<file path="src/hdl/pber_pkg.sv">
// ----------------------------------------------------------------------------
// pber_pkg: shared types and constants for the pad key edge/repeat block
// Key word layout, hat angle sectors, register indexes and the key decoder.
// ----------------------------------------------------------------------------
package pber_pkg;

    localparam int PADS = 4;
    localparam int KEYS = 16;
    localparam int PAD_IDX_W = (PADS > 1) ? $clog2(PADS) : 1;

    localparam int PAD_W = 2;
    localparam int ANGLE_W = 16;
    localparam int BTN_W = 12;
    localparam int CNT_W = 8;
    localparam int CFG_IDX_W = 1;

    typedef logic [KEYS-1:0]  t_keys;
    typedef logic [CNT_W-1:0] t_cnt;

    // Register indexes on the configuration port
    localparam logic [CFG_IDX_W-1:0] CFG_REPEAT_WAIT     = 1'd0;
    localparam logic [CFG_IDX_W-1:0] CFG_REPEAT_INTERVAL = 1'd1;

    localparam t_cnt WAIT_RST     = t_cnt'(20);
    localparam t_cnt INTERVAL_RST = t_cnt'(1);

    // Hat sector bounds, hundredths of a degree, inclusive
    localparam logic [ANGLE_W-1:0] ANG_45  = ANGLE_W'(45 * 100);
    localparam logic [ANGLE_W-1:0] ANG_135 = ANGLE_W'(135 * 100);
    localparam logic [ANGLE_W-1:0] ANG_225 = ANGLE_W'(225 * 100);
    localparam logic [ANGLE_W-1:0] ANG_315 = ANGLE_W'(315 * 100);
    localparam logic [ANGLE_W-1:0] ANG_360 = ANGLE_W'(360 * 100);

    // Key slots: 0 left, 1 right, 2 up, 3 down, 4.. buttons
    function automatic t_keys decode_keys(input logic [ANGLE_W-1:0] angle,
                                          input logic [BTN_W-1:0]   buttons);
        logic [KEYS+BTN_W-1:0] k;
        k = '0;
        k[0] = (angle >= ANG_225) && (angle <= ANG_315);
        k[1] = (angle >= ANG_45)  && (angle <= ANG_135);
        k[2] = ((angle >= ANG_315) && (angle <= ANG_360)) || (angle <= ANG_45);
        k[3] = (angle >= ANG_135) && (angle <= ANG_225);
        k[BTN_W+3:4] = buttons;
        return k[KEYS-1:0];
    endfunction

endpackage

</file>
<file path="src/hdl/pber_key_cell.sv">
// ----------------------------------------------------------------------------
// pber_key_cell: auto-repeat counter update for one key
// Next hold count, repeat phase and repeat pulse from the key's held bit.
// ----------------------------------------------------------------------------
module pber_key_cell (
    input  logic              i_held,
    input  pber_pkg::t_cnt    i_cnt,
    input  pber_pkg::t_cnt    i_ph,
    input  pber_pkg::t_cnt    i_wait,
    input  pber_pkg::t_cnt    i_ivl,
    output pber_pkg::t_cnt    o_cnt,
    output pber_pkg::t_cnt    o_ph,
    output logic              o_pulse
);
    import pber_pkg::*;

    t_cnt             cnt_inc;
    logic [CNT_W:0]   ph_inc;

    assign cnt_inc = i_cnt + t_cnt'(1);
    assign ph_inc  = {1'b0, i_ph} + (CNT_W+1)'(1);

    always_comb begin
        o_cnt   = '0;
        o_ph    = '0;
        o_pulse = 1'b0;
        if (i_held) begin
            if (i_cnt < i_wait) begin
                // still counting toward the wait; pulse on first poll and at the wait
                o_cnt   = cnt_inc;
                o_pulse = (cnt_inc < i_wait) ? (cnt_inc == t_cnt'(1)) : 1'b1;
            end else begin
                // steady repeat
                o_cnt = i_cnt;
                if (ph_inc >= {1'b0, i_ivl}) begin
                    o_ph    = '0;
                    o_pulse = 1'b1;
                end else begin
                    o_ph = ph_inc[CNT_W-1:0];
                end
            end
        end
    end

endmodule

</file>
<file path="src/hdl/pad_button_edge_repeat.sv">
// ----------------------------------------------------------------------------
// pad_button_edge_repeat: pad key state with edge detect and auto-repeat
// Decodes one pad poll into key words: held, pressed, released, repeat.
// ----------------------------------------------------------------------------
// Usage
//   Input channel: one word per pad poll (pad, hat_angle, button_bits,
//   read_ok), accepted when i_in_valid is high and o_in_stall is low.
//   Output channel: one result word per poll (pad_out, key flag words,
//   fresh), taken when o_out_valid is high and i_out_stall is low.
//   Path: an accepted word passes the input register, then the result
//   register, where o_out_valid rises. Throughput: one poll per cycle
//   while the receiver does not stall; the per-key counter
//   update for the addressed pad is read, updated and written back in the
//   cycle that moves the word into the result register, so back-to-back
//   polls of the same pad see each other's state.
//   When the receiver stalls, the result register holds; the input register
//   still takes one more word, then o_in_stall rises until the result moves.
//   A poll with read_ok low leaves state alone and returns the stored flags
//   with fresh low.
//   Reset (i_rst_n low, synchronous) empties both registers, clears all
//   per-pad key words and per-key counters, and loads repeat_wait = 20 and
//   repeat_interval = 1.
//   Configuration: i_cfg_we writes i_cfg_wdata to register i_cfg_idx
//   (0 repeat_wait, 1 repeat_interval); a written zero acts as one.
// ----------------------------------------------------------------------------
module pad_button_edge_repeat (
    input  logic                                i_clk,
    input  logic                                i_rst_n,
    // configuration
    input  logic                                i_cfg_we,
    input  logic [pber_pkg::CFG_IDX_W-1:0]      i_cfg_idx,
    input  logic [pber_pkg::CNT_W-1:0]          i_cfg_wdata,
    // input channel
    input  logic                                i_in_valid,
    output logic                                o_in_stall,
    input  logic [pber_pkg::PAD_W-1:0]          i_pad,
    input  logic [pber_pkg::ANGLE_W-1:0]        i_hat_angle,
    input  logic [pber_pkg::BTN_W-1:0]          i_button_bits,
    input  logic                                i_read_ok,
    // output channel
    output logic                                o_out_valid,
    input  logic                                i_out_stall,
    output logic [pber_pkg::PAD_W-1:0]          o_pad_out,
    output pber_pkg::t_keys                     o_held_keys,
    output pber_pkg::t_keys                     o_pressed_edges,
    output pber_pkg::t_keys                     o_released_edges,
    output pber_pkg::t_keys                     o_repeat_pulses,
    output logic                                o_fresh
);
    import pber_pkg::*;

    // configuration registers
    t_cnt r_wait;
    t_cnt r_ivl;
    t_cnt eff_wait;
    t_cnt eff_ivl;

    // input register
    logic                 r_in_valid;
    logic [PAD_W-1:0]     r_pad;
    logic [ANGLE_W-1:0]   r_angle;
    logic [BTN_W-1:0]     r_buttons;
    logic                 r_read_ok;

    // result register
    logic                 r_out_valid;
    logic [PAD_W-1:0]     r_pad_out;
    t_keys                r_held_o;
    t_keys                r_rise_o;
    t_keys                r_fall_o;
    t_keys                r_pulse_o;
    logic                 r_fresh;

    // per-pad state
    t_keys r_held  [PADS];
    t_keys r_rise  [PADS];
    t_keys r_fall  [PADS];
    t_keys r_pulse [PADS];
    t_cnt  r_cnt   [PADS][KEYS];
    t_cnt  r_ph    [PADS][KEYS];

    logic                 out_take;
    logic                 in_take;
    logic                 do_step;
    logic                 pad_ok;
    logic                 do_update;
    logic [PAD_IDX_W-1:0] row;
    t_keys                now_keys;
    t_keys                old_keys;
    t_keys                n_pulse;
    t_keys                n_rise;
    t_keys                n_fall;
    t_cnt                 n_cnt [KEYS];
    t_cnt                 n_ph  [KEYS];

    // handshake: result register frees when empty or taken
    assign out_take   = !r_out_valid || !i_out_stall;
    assign in_take    = !r_in_valid || out_take;
    assign o_in_stall = !in_take;
    assign do_step    = r_in_valid && out_take;

    assign eff_wait = (r_wait == '0) ? t_cnt'(1) : r_wait;
    assign eff_ivl  = (r_ivl == '0)  ? t_cnt'(1) : r_ivl;

    assign pad_ok    = (32'(r_pad) < PADS);
    assign row       = PAD_IDX_W'(r_pad);
    assign do_update = do_step && pad_ok && r_read_ok;

    assign now_keys = decode_keys(r_angle, r_buttons);
    assign old_keys = r_held[row];
    assign n_rise   = (old_keys ^ now_keys) & now_keys;
    assign n_fall   = (old_keys ^ now_keys) & ~now_keys;

    for (genvar k = 0; k < KEYS; k++) begin : g_key
        pber_key_cell u_cell (
            .i_held  (now_keys[k]),
            .i_cnt   (r_cnt[row][k]),
            .i_ph    (r_ph[row][k]),
            .i_wait  (eff_wait),
            .i_ivl   (eff_ivl),
            .o_cnt   (n_cnt[k]),
            .o_ph    (n_ph[k]),
            .o_pulse (n_pulse[k])
        );
    end

    // control and state
    always_ff @(posedge i_clk) begin
        if (!i_rst_n) begin
            r_wait      <= WAIT_RST;
            r_ivl       <= INTERVAL_RST;
            r_in_valid  <= 1'b0;
            r_out_valid <= 1'b0;
            for (int p = 0; p < PADS; p++) begin
                r_held[p]  <= '0;
                r_rise[p]  <= '0;
                r_fall[p]  <= '0;
                r_pulse[p] <= '0;
                for (int k = 0; k < KEYS; k++) begin
                    r_cnt[p][k] <= '0;
                    r_ph[p][k]  <= '0;
                end
            end
        end else begin
            if (i_cfg_we) begin
                case (i_cfg_idx)
                    CFG_REPEAT_WAIT:     r_wait <= i_cfg_wdata;
                    CFG_REPEAT_INTERVAL: r_ivl  <= i_cfg_wdata;
                    default: ;
                endcase
            end
            if (in_take) begin
                r_in_valid <= i_in_valid;
            end
            if (out_take) begin
                r_out_valid <= r_in_valid;
            end
            if (do_update) begin
                r_held[row]  <= now_keys;
                r_rise[row]  <= n_rise;
                r_fall[row]  <= n_fall;
                r_pulse[row] <= n_pulse;
                for (int k = 0; k < KEYS; k++) begin
                    r_cnt[row][k] <= n_cnt[k];
                    r_ph[row][k]  <= n_ph[k];
                end
            end
        end
    end

    // payload registers
    always_ff @(posedge i_clk) begin
        if (in_take && i_in_valid) begin
            r_pad     <= i_pad;
            r_angle   <= i_hat_angle;
            r_buttons <= i_button_bits;
            r_read_ok <= i_read_ok;
        end
        if (do_step) begin
            r_pad_out <= r_pad;
            if (!pad_ok) begin
                r_held_o  <= '0;
                r_rise_o  <= '0;
                r_fall_o  <= '0;
                r_pulse_o <= '0;
                r_fresh   <= 1'b0;
            end else if (r_read_ok) begin
                r_held_o  <= now_keys;
                r_rise_o  <= n_rise;
                r_fall_o  <= n_fall;
                r_pulse_o <= n_pulse;
                r_fresh   <= 1'b1;
            end else begin
                // failed read: echo stored flags
                r_held_o  <= r_held[row];
                r_rise_o  <= r_rise[row];
                r_fall_o  <= r_fall[row];
                r_pulse_o <= r_pulse[row];
                r_fresh   <= 1'b0;
            end
        end
    end

    assign o_out_valid      = r_out_valid;
    assign o_pad_out        = r_pad_out;
    assign o_held_keys      = r_held_o;
    assign o_pressed_edges  = r_rise_o;
    assign o_released_edges = r_fall_o;
    assign o_repeat_pulses  = r_pulse_o;
    assign o_fresh          = r_fresh;

endmodule

</file>
<file path="config.mk">
export PLATFORM = sky130hd
export DESIGN_NAME = pad_button_edge_repeat
export DESIGN_NICKNAME = d
export VERILOG_FILES = /design/src/hdl/pber_pkg.sv /design/src/hdl/pber_key_cell.sv /design/src/hdl/pad_button_edge_repeat.sv
export SDC_FILE = /design/constraint.sdc
export NUM_CORES = 2
export LEC_CHECK = 0
export BUFFER_PORTS_ARGS = -buffer_cell sky130_fd_sc_hd__buf_2
export CAP_MARGIN = 10
export CELL_PAD_IN_SITES_DETAIL_PLACEMENT = 1
export CELL_PAD_IN_SITES_GLOBAL_PLACEMENT = 1
export CORE_ASPECT_RATIO = 1.1
export CORE_MARGIN = 3
export CORE_UTILIZATION = 48
export DETAILED_ROUTE_END_ITERATION = 7
export PLACE_DENSITY = 0.74
export SLEW_MARGIN = 25
export SYNTH_ARGS = -nofsm -noshare
export SYNTH_HDL_FRONTEND = slang
export SYNTH_SLANG_ARGS = --single-unit
</file>
<file path="constraint.sdc">
create_clock -name i_clk -period 22.7 [get_ports i_clk]
set_input_delay 2.27 -clock i_clk [delete_from_list [all_inputs] [get_ports i_clk]]
set_output_delay 2.27 -clock i_clk [all_outputs]
set_load 0.1 [all_outputs]
</file>
# [Word-level counts from Yosys, hierarchy flattened]
# Memories as Yosys holds them, arrays and structs flattened. A register that Yosys moved wholly into a read port is not among the register bits.
# Index checks and enable logic that the tools add are counted.
[totals] reg_bits=116 ramBits=1280 in_bits=45 output_inout_bits=69 wordCells=333 mem_count=6
[classes] n_addsub=32 magnitude_cmp=57 eq_ne=16 n_mux=179 bitwise=5 reduce_logical=24
[memory_table] name="r_cnt" words=4 word_bits=128 read_ports=1 rd_ports_with_merged_regs=1 wr=4 line="pad_button_edge_repeat.sv:79" rtl="t_cnt r_cnt [PADS][KEYS];"
[memory_table] name="r_ph" words=4 word_bits=128 read_ports=1 rd_ports_with_merged_regs=1 wr=4 line="pad_button_edge_repeat.sv:80" rtl="t_cnt r_ph [PADS][KEYS];"
[memory_table] name="r_fall" words=4 word_bits=16 read_ports=1 rd_ports_with_merged_regs=1 wr=4 line="pad_button_edge_repeat.sv:77" rtl="t_keys r_fall [PADS];"
[memory_table] name="r_held" words=4 word_bits=16 read_ports=1 rd_ports_with_merged_regs=1 wr=4 line="pad_button_edge_repeat.sv:75" rtl="t_keys r_held [PADS];"
[memory_table] name="r_pulse" words=4 word_bits=16 read_ports=1 rd_ports_with_merged_regs=1 wr=4 line="pad_button_edge_repeat.sv:78" rtl="t_keys r_pulse [PADS];"
[memory_table] name="r_rise" words=4 word_bits=16 read_ports=1 rd_ports_with_merged_regs=1 wr=4 line="pad_button_edge_repeat.sv:76" rtl="t_keys r_rise [PADS];"
[op_table] cell="two-way mux 8 bit" count=82
[op_table] cell="less-than comparator 8 bit" count=32
[op_table] cell="two-way mux 128 bit" count=2
[op_table] cell="OR reduction 128 bit" count=2
[op_table] cell="adder 8 x 1 -> 9 bit, second input constant" count=16
[op_table] cell=">= comparator 9 x 8 -> 1 bit" count=16
[op_table] cell="adder 8 x 1 -> 8 bit, second input constant" count=16
[op_table] cell="equality test 8 x 1 -> 1 bit, second input constant" count=16
[op_table] cell="two-way mux 16 bit" count=8
[op_table] cell="two-way mux 1 bit" count=75
[op_table] cell="OR reduction 16 bit" count=4
[op_table] cell="bitwise AND 16 bit" count=2
[op_table] cell=">= comparator 16 x 15 -> 1 bit, second input constant" count=2
[op_table] cell="less-or-equal comparator 16 x 15 -> 1 bit, second input constant" count=2
[op_table] cell="two-way mux 2 bit" count=12
[op_table] cell=">= comparator 16 x 13 -> 1 bit, second input constant" count=1
[op_table] cell=">= comparator 16 x 14 -> 1 bit, second input constant" count=1
[op_table] cell="less-or-equal comparator 16 x 13 -> 1 bit, second input constant" count=1
[op_table] cell="less-or-equal comparator 16 x 14 -> 1 bit, second input constant" count=1
[op_table] cell="less-or-equal comparator 16 bit, second input constant" count=1
[op_table] cell="zero test 8 bit" count=2
[op_table] cell="inverter 16 bit" count=1
[op_table] cell="bitwise XOR 16 bit" count=1
[op_table] cell="logical AND 1 bit" count=7
[op_table] cell="other kinds (4)" count=10

# [Longest topological paths before layout]
[logic_depth] word_depth=9 depth_mapped=21 mapped_depth_nobuf=14

# [Modules after synthesis]
# A second synthesis with hierarchy kept.
[unflattened] cells_unflattened=6011 area_unflattened_um2=77092.7
[by_module_without_submodules] mod="pad_button_edge_repeat" instances=1 cells_each=3615 area_each_um2=59510.8 seq_area_each_um2=41780.1
[by_module_without_submodules] mod="pber_key_cell at g_key[0].u_cell ..." instances=12 cells_each=151 area_each_um2=1113.6 seq_area_each_um2=0.0
[by_module_without_submodules] mod="pber_key_cell at g_key[6].u_cell ..." instances=4 cells_each=146 area_each_um2=1054.8 seq_area_each_um2=0.0

# [Least setup slack after synthesis]
# Ideal clock, no wire load.
[synth_path] path_type="input to register" start="input i_out_stall" end="memory r_cnt[3][0] (netlist bit) (enable)" setup_ps=1228 t_arrival_ps=22077 t_required_ps=21472 path_slack_ps=-605 cell_stages=4 n_path_buf=0 cell_sequence="nand2_1 and2_1 nand2_1 o21ai_0"
[synth_lines] item="start, declared" line="pad_button_edge_repeat.sv:42" rtl="input logic i_out_stall,"
[synth_lines] item="end, declared" line="pad_button_edge_repeat.sv:79"

==> metrics.log <==
[metrics] status: complete, no violations
[metrics] I/O pins: 114
[metrics] clk_lat worst skew: 0.80 ns
[metrics] Maximum Capacitance Violations: 0
[metrics] Detailed Routing Iterations Pass 1: 5
[metrics] instance area after placement: 76200 sq um
[metrics] CTS H-Tree Depth: 4
[metrics] class of the most critical setup path: in2reg
[metrics] arrival time of the worst setup path: 6.83 ns
[metrics] global-route wire length before repair: 328000 um
[metrics] worst slew pin tran: 1.08 ns
[metrics] Lkg Pwr: 29.8 nW
[metrics] starting density of the core: 48.4%
[metrics] number of stages on the worst hold path: 2
[metrics] ys flop type: edfxtp_1
[metrics] mean number of vias per cell: 6.18
[metrics] TritonCTS clock tree: built
[metrics] Core Footprint: 152000 sq um
[metrics] R2R depth: 14
[metrics] post-CTS setup repair buffer count: 0
[metrics] upper clock frequency limit: 155 MHz
[metrics] Post-CTS Resized: 0
[metrics] worst min-delay path category: reg2reg
[metrics] Post-route DRC: 0
[metrics] final setup violation count: 0
[metrics] critical path peak fanout: 59
[metrics] initial antenna violation count: 16
[metrics] clock root buffer: clkbuf_16
[metrics] die span in x: 380 um
[metrics] average wire length per cell after detail routing: 26.9 um
[metrics] Slew HR: 27.9%
[metrics] setup slack at placement: 15.47 ns
[metrics] Final Non-Filler Cells: 8002
[metrics] min setup slack post-route: 16.27 ns
[metrics] vias in the first global route: 52900
[metrics] maximum number of pins on one net before global-route repair: 149
[metrics] maximum VDD drop: 0.0000901 V
[metrics] starting DRC count in detailed routing: 4995
[metrics] sequential share of the synthesized area: 56.7%
[metrics] detailed placement HPWL: 132000 um
[metrics] worst clock skew: 0.0270 ns
[metrics] post-route antenna net violation count: 0
[metrics] quantity of I/O buffers inserted on ports: 113
[metrics] share of cells above drive strength 1: 13.6%
[metrics] cts bufs inserted: 150
[metrics] Final Slew Violations: 0
[metrics] flip-flop and latch count after synthesis: 1398
[metrics] cts hold-fix bufs: 0
[metrics] share of flip-flops with an asynchronous set or reset after synthesis: 0%
[metrics] FP Rows: 150
[metrics] GRT Resource Usage Total: 27.2%
[metrics] RSZ-0062 raised after global routing: no
[metrics] Clk pin slew, worst setup/hold paths: 0.06 ns
[metrics] weighted congestion reported at the end of routability-driven placement: 0.832
[metrics] Finished Core Util: 53.2%
[metrics] detailed-route via count: 49500
[metrics] count of placed standard cells including taps: 7727
[metrics] total of warnings raised by yosys: 0
[metrics] post-route cell area: 80900 sq um
[metrics] mean cell area of the mapped netlist: 12.8 sq um
[metrics] filler instances: 15200
[metrics] endpoints failing hold: 0
[metrics] synthesized netlist net count: 6195
[metrics] required time of the critical path: 23.10 ns
[metrics] Die Outline Area: 158000 sq um
[metrics] minimum period implied by the final worst setup slack: 6.43 ns
[metrics] net count of the finished layout: 6275
[metrics] library cells used by synthesis: 106
[metrics] Min Hold Slack: 0.476 ns
[metrics] final wirelength: 216000 um
[metrics] Worst Setup Start Kind: input port
[metrics] endpoint class of the critical path: flop
[metrics] clock tree buffer depth: 3
[metrics] share of the cycle needed by the critical path after routing: 28.3%
[metrics] clock sink total: 1398
[metrics] count of flip-flops with a built-in enable after synthesis: 1378
[metrics] GRT overflow: 0
[metrics] flop-to-flop setup slack: 16.74 ns
[metrics] Area Overhead vs Synth: 9.86%
[metrics] setup TNS after final layout: 0 ns
[metrics] Die Span Y: 417 um
[metrics] Cell Area, Synth: 73700 sq um
[metrics] instance count of the mapped netlist: 5750
[metrics] overall power after layout: 6.49 mW
[metrics] areal power density over the cells: 80.2 nW/um^2
==> kinds of logic (layout without fill, tap and decap cells) <==
kind of cell             count (synthesis)  in the layout  share of synthesized area [%]
buffers and inverters                  534            730                           3.42
other                                    0              4                              0
flip-flops                            1398           1398                           56.7
XOR/XNOR                               266            266                           3.16
adder cells (fa/ha/maj)                400            400                           6.79
AO/OA/AOI/OAI                          580            580                           5.47
multiplexers                           351            351                           10.5
AND/OR/NAND/NOR                       2221           2221                           14.0
==> final timing paths <==
kind	endpoint	from
min	r_ivl[0]$_SDFFE_PN1P_	r_ivl[0]$_SDFFE_PN1P_
max	r_ph[2][117]$_SDFFCE_PN0P_	i_rst_n
min reg2reg	r_ivl[0]$_SDFFE_PN1P_	r_ivl[0]$_SDFFE_PN1P_
max reg2reg	r_ph[2][0]$_SDFFCE_PN0P_	flop
==> routing by layer <==
layer	wire length, um	track usage, %	share of wire (%)
met1	87900	35.6	41
met2	106000	46.1	49
met4	7120	9.35	3.3
met3	14900	4.66	6.9
met5	27	0	0.013
==> worst max-delay path, stage by stage <==
cell and delay, ns:
buf_2 0.08, buf_4 0.38, nand4_1 0.31, buf_4 0.32, nor2_1 0.19, nand2_4 0.54
nand2_4 0.83, buf_4 0.87, buf_4 0.88
==> power breakdown <==
| part | total [mW] | switching, mW | internal, mW | leakage (nW) |
|---|---|---|---|---|
| Sequential | 2.99 | 0.0441 | 2.94 | 14.3 |
| Clock | 2.37 | 1.04 | 1.33 | 2.27 |
| Combinational | 1.13 | 0.752 | 0.382 | 13.2 |
| Total | 6.49 | 1.83 | 4.66 | 29.8 |
==> state kept, by name (all words and copies together) (netlist names), 64 cells and up, named ones only <==
signal   count
r_held      64
r_rise      64
r_cnt      512
r_fall      64
r_ph       512
r_pulse     64
==> cell type report <==
cell class | instances | area [sq um] | share of cell area [%]
clock inverter | 84 | 667 | 0.824
timing repair buffer | 211 | 1450 | 1.79
clock buffer | 184 | 3970 | 4.90
tap | 2052 | 2570 | 3.17
inverter | 251 | 943 | 1.17
multi-input combinational | 3818 | 29500 | 36.5
sequential | 1398 | 41800 | 51.6
antenna | 4 | 10.0 | 0.0124
==> cells in the final DEF, fill, tap and decap left out, types with 81 or more instances in the layout <==
cell type / n
o21ai_0: 141
nor2_1: 1022
nand3_1: 151
xnor2_1: 161
ha_1: 400
buf_2: 113
inv_1: 239
and2_1: 93
nor4_1: 119
xor2_1: 105
nor3_1: 194
edfxtp_1: 1378
a21oi_1: 81
mux4_2: 270
nand2_1: 342
buf_4: 86
clkbuf_16: 154
==> cell usage after synthesis, types with 8 or more instances <==
cell / count / area share (%)
a211oi_1: 33 / 0.34
a21boi_0: 28 / 0.29
o31ai_1: 9 / 0.092
and4_1: 17 / 0.20
nand3b_1: 19 / 0.19
ha_1: 400 / 6.8
mux4_1: 50 / 1.8
dfxtp_1: 20 / 0.54
nor3b_1: 11 / 0.11
buf_2: 38 / 0.26
nor2b_1: 25 / 0.21
nor4_1: 120 / 1.0
nand2b_1: 31 / 0.26
edfxtp_1: 1378 / 56
nand2_1: 349 / 1.8
mux2_2: 19 / 0.29
mux2i_1: 12 / 0.16
or2_2: 12 / 0.10
and2_1: 94 / 0.80
a211o_1: 8 / 0.095
a21oi_1: 83 / 0.56
xor2_1: 105 / 1.2
mux4_2: 270 / 8.3
inv_1: 249 / 1.3
o211ai_1: 29 / 0.30
nand4_1: 45 / 0.38
buf_8: 11 / 0.22
buf_4: 19 / 0.19
a21o_1: 60 / 0.61
o31a_1: 19 / 0.23
clkbuf_1: 175 / 0.89
a31oi_1: 23 / 0.20
o21ai_0: 143 / 0.97
nand3_1: 152 / 1.0
and3_1: 63 / 0.53
a2111oi_0: 11 / 0.13
xnor2_1: 161 / 1.9
or3_1: 11 / 0.093
o21ai_1: 9 / 0.061
o21a_1: 34 / 0.35
nor3_1: 196 / 1.3
buf_6: 26 / 0.40
nor2_1: 1024 / 5.2
No activity file was read; power rests on OpenSTA's default activity.
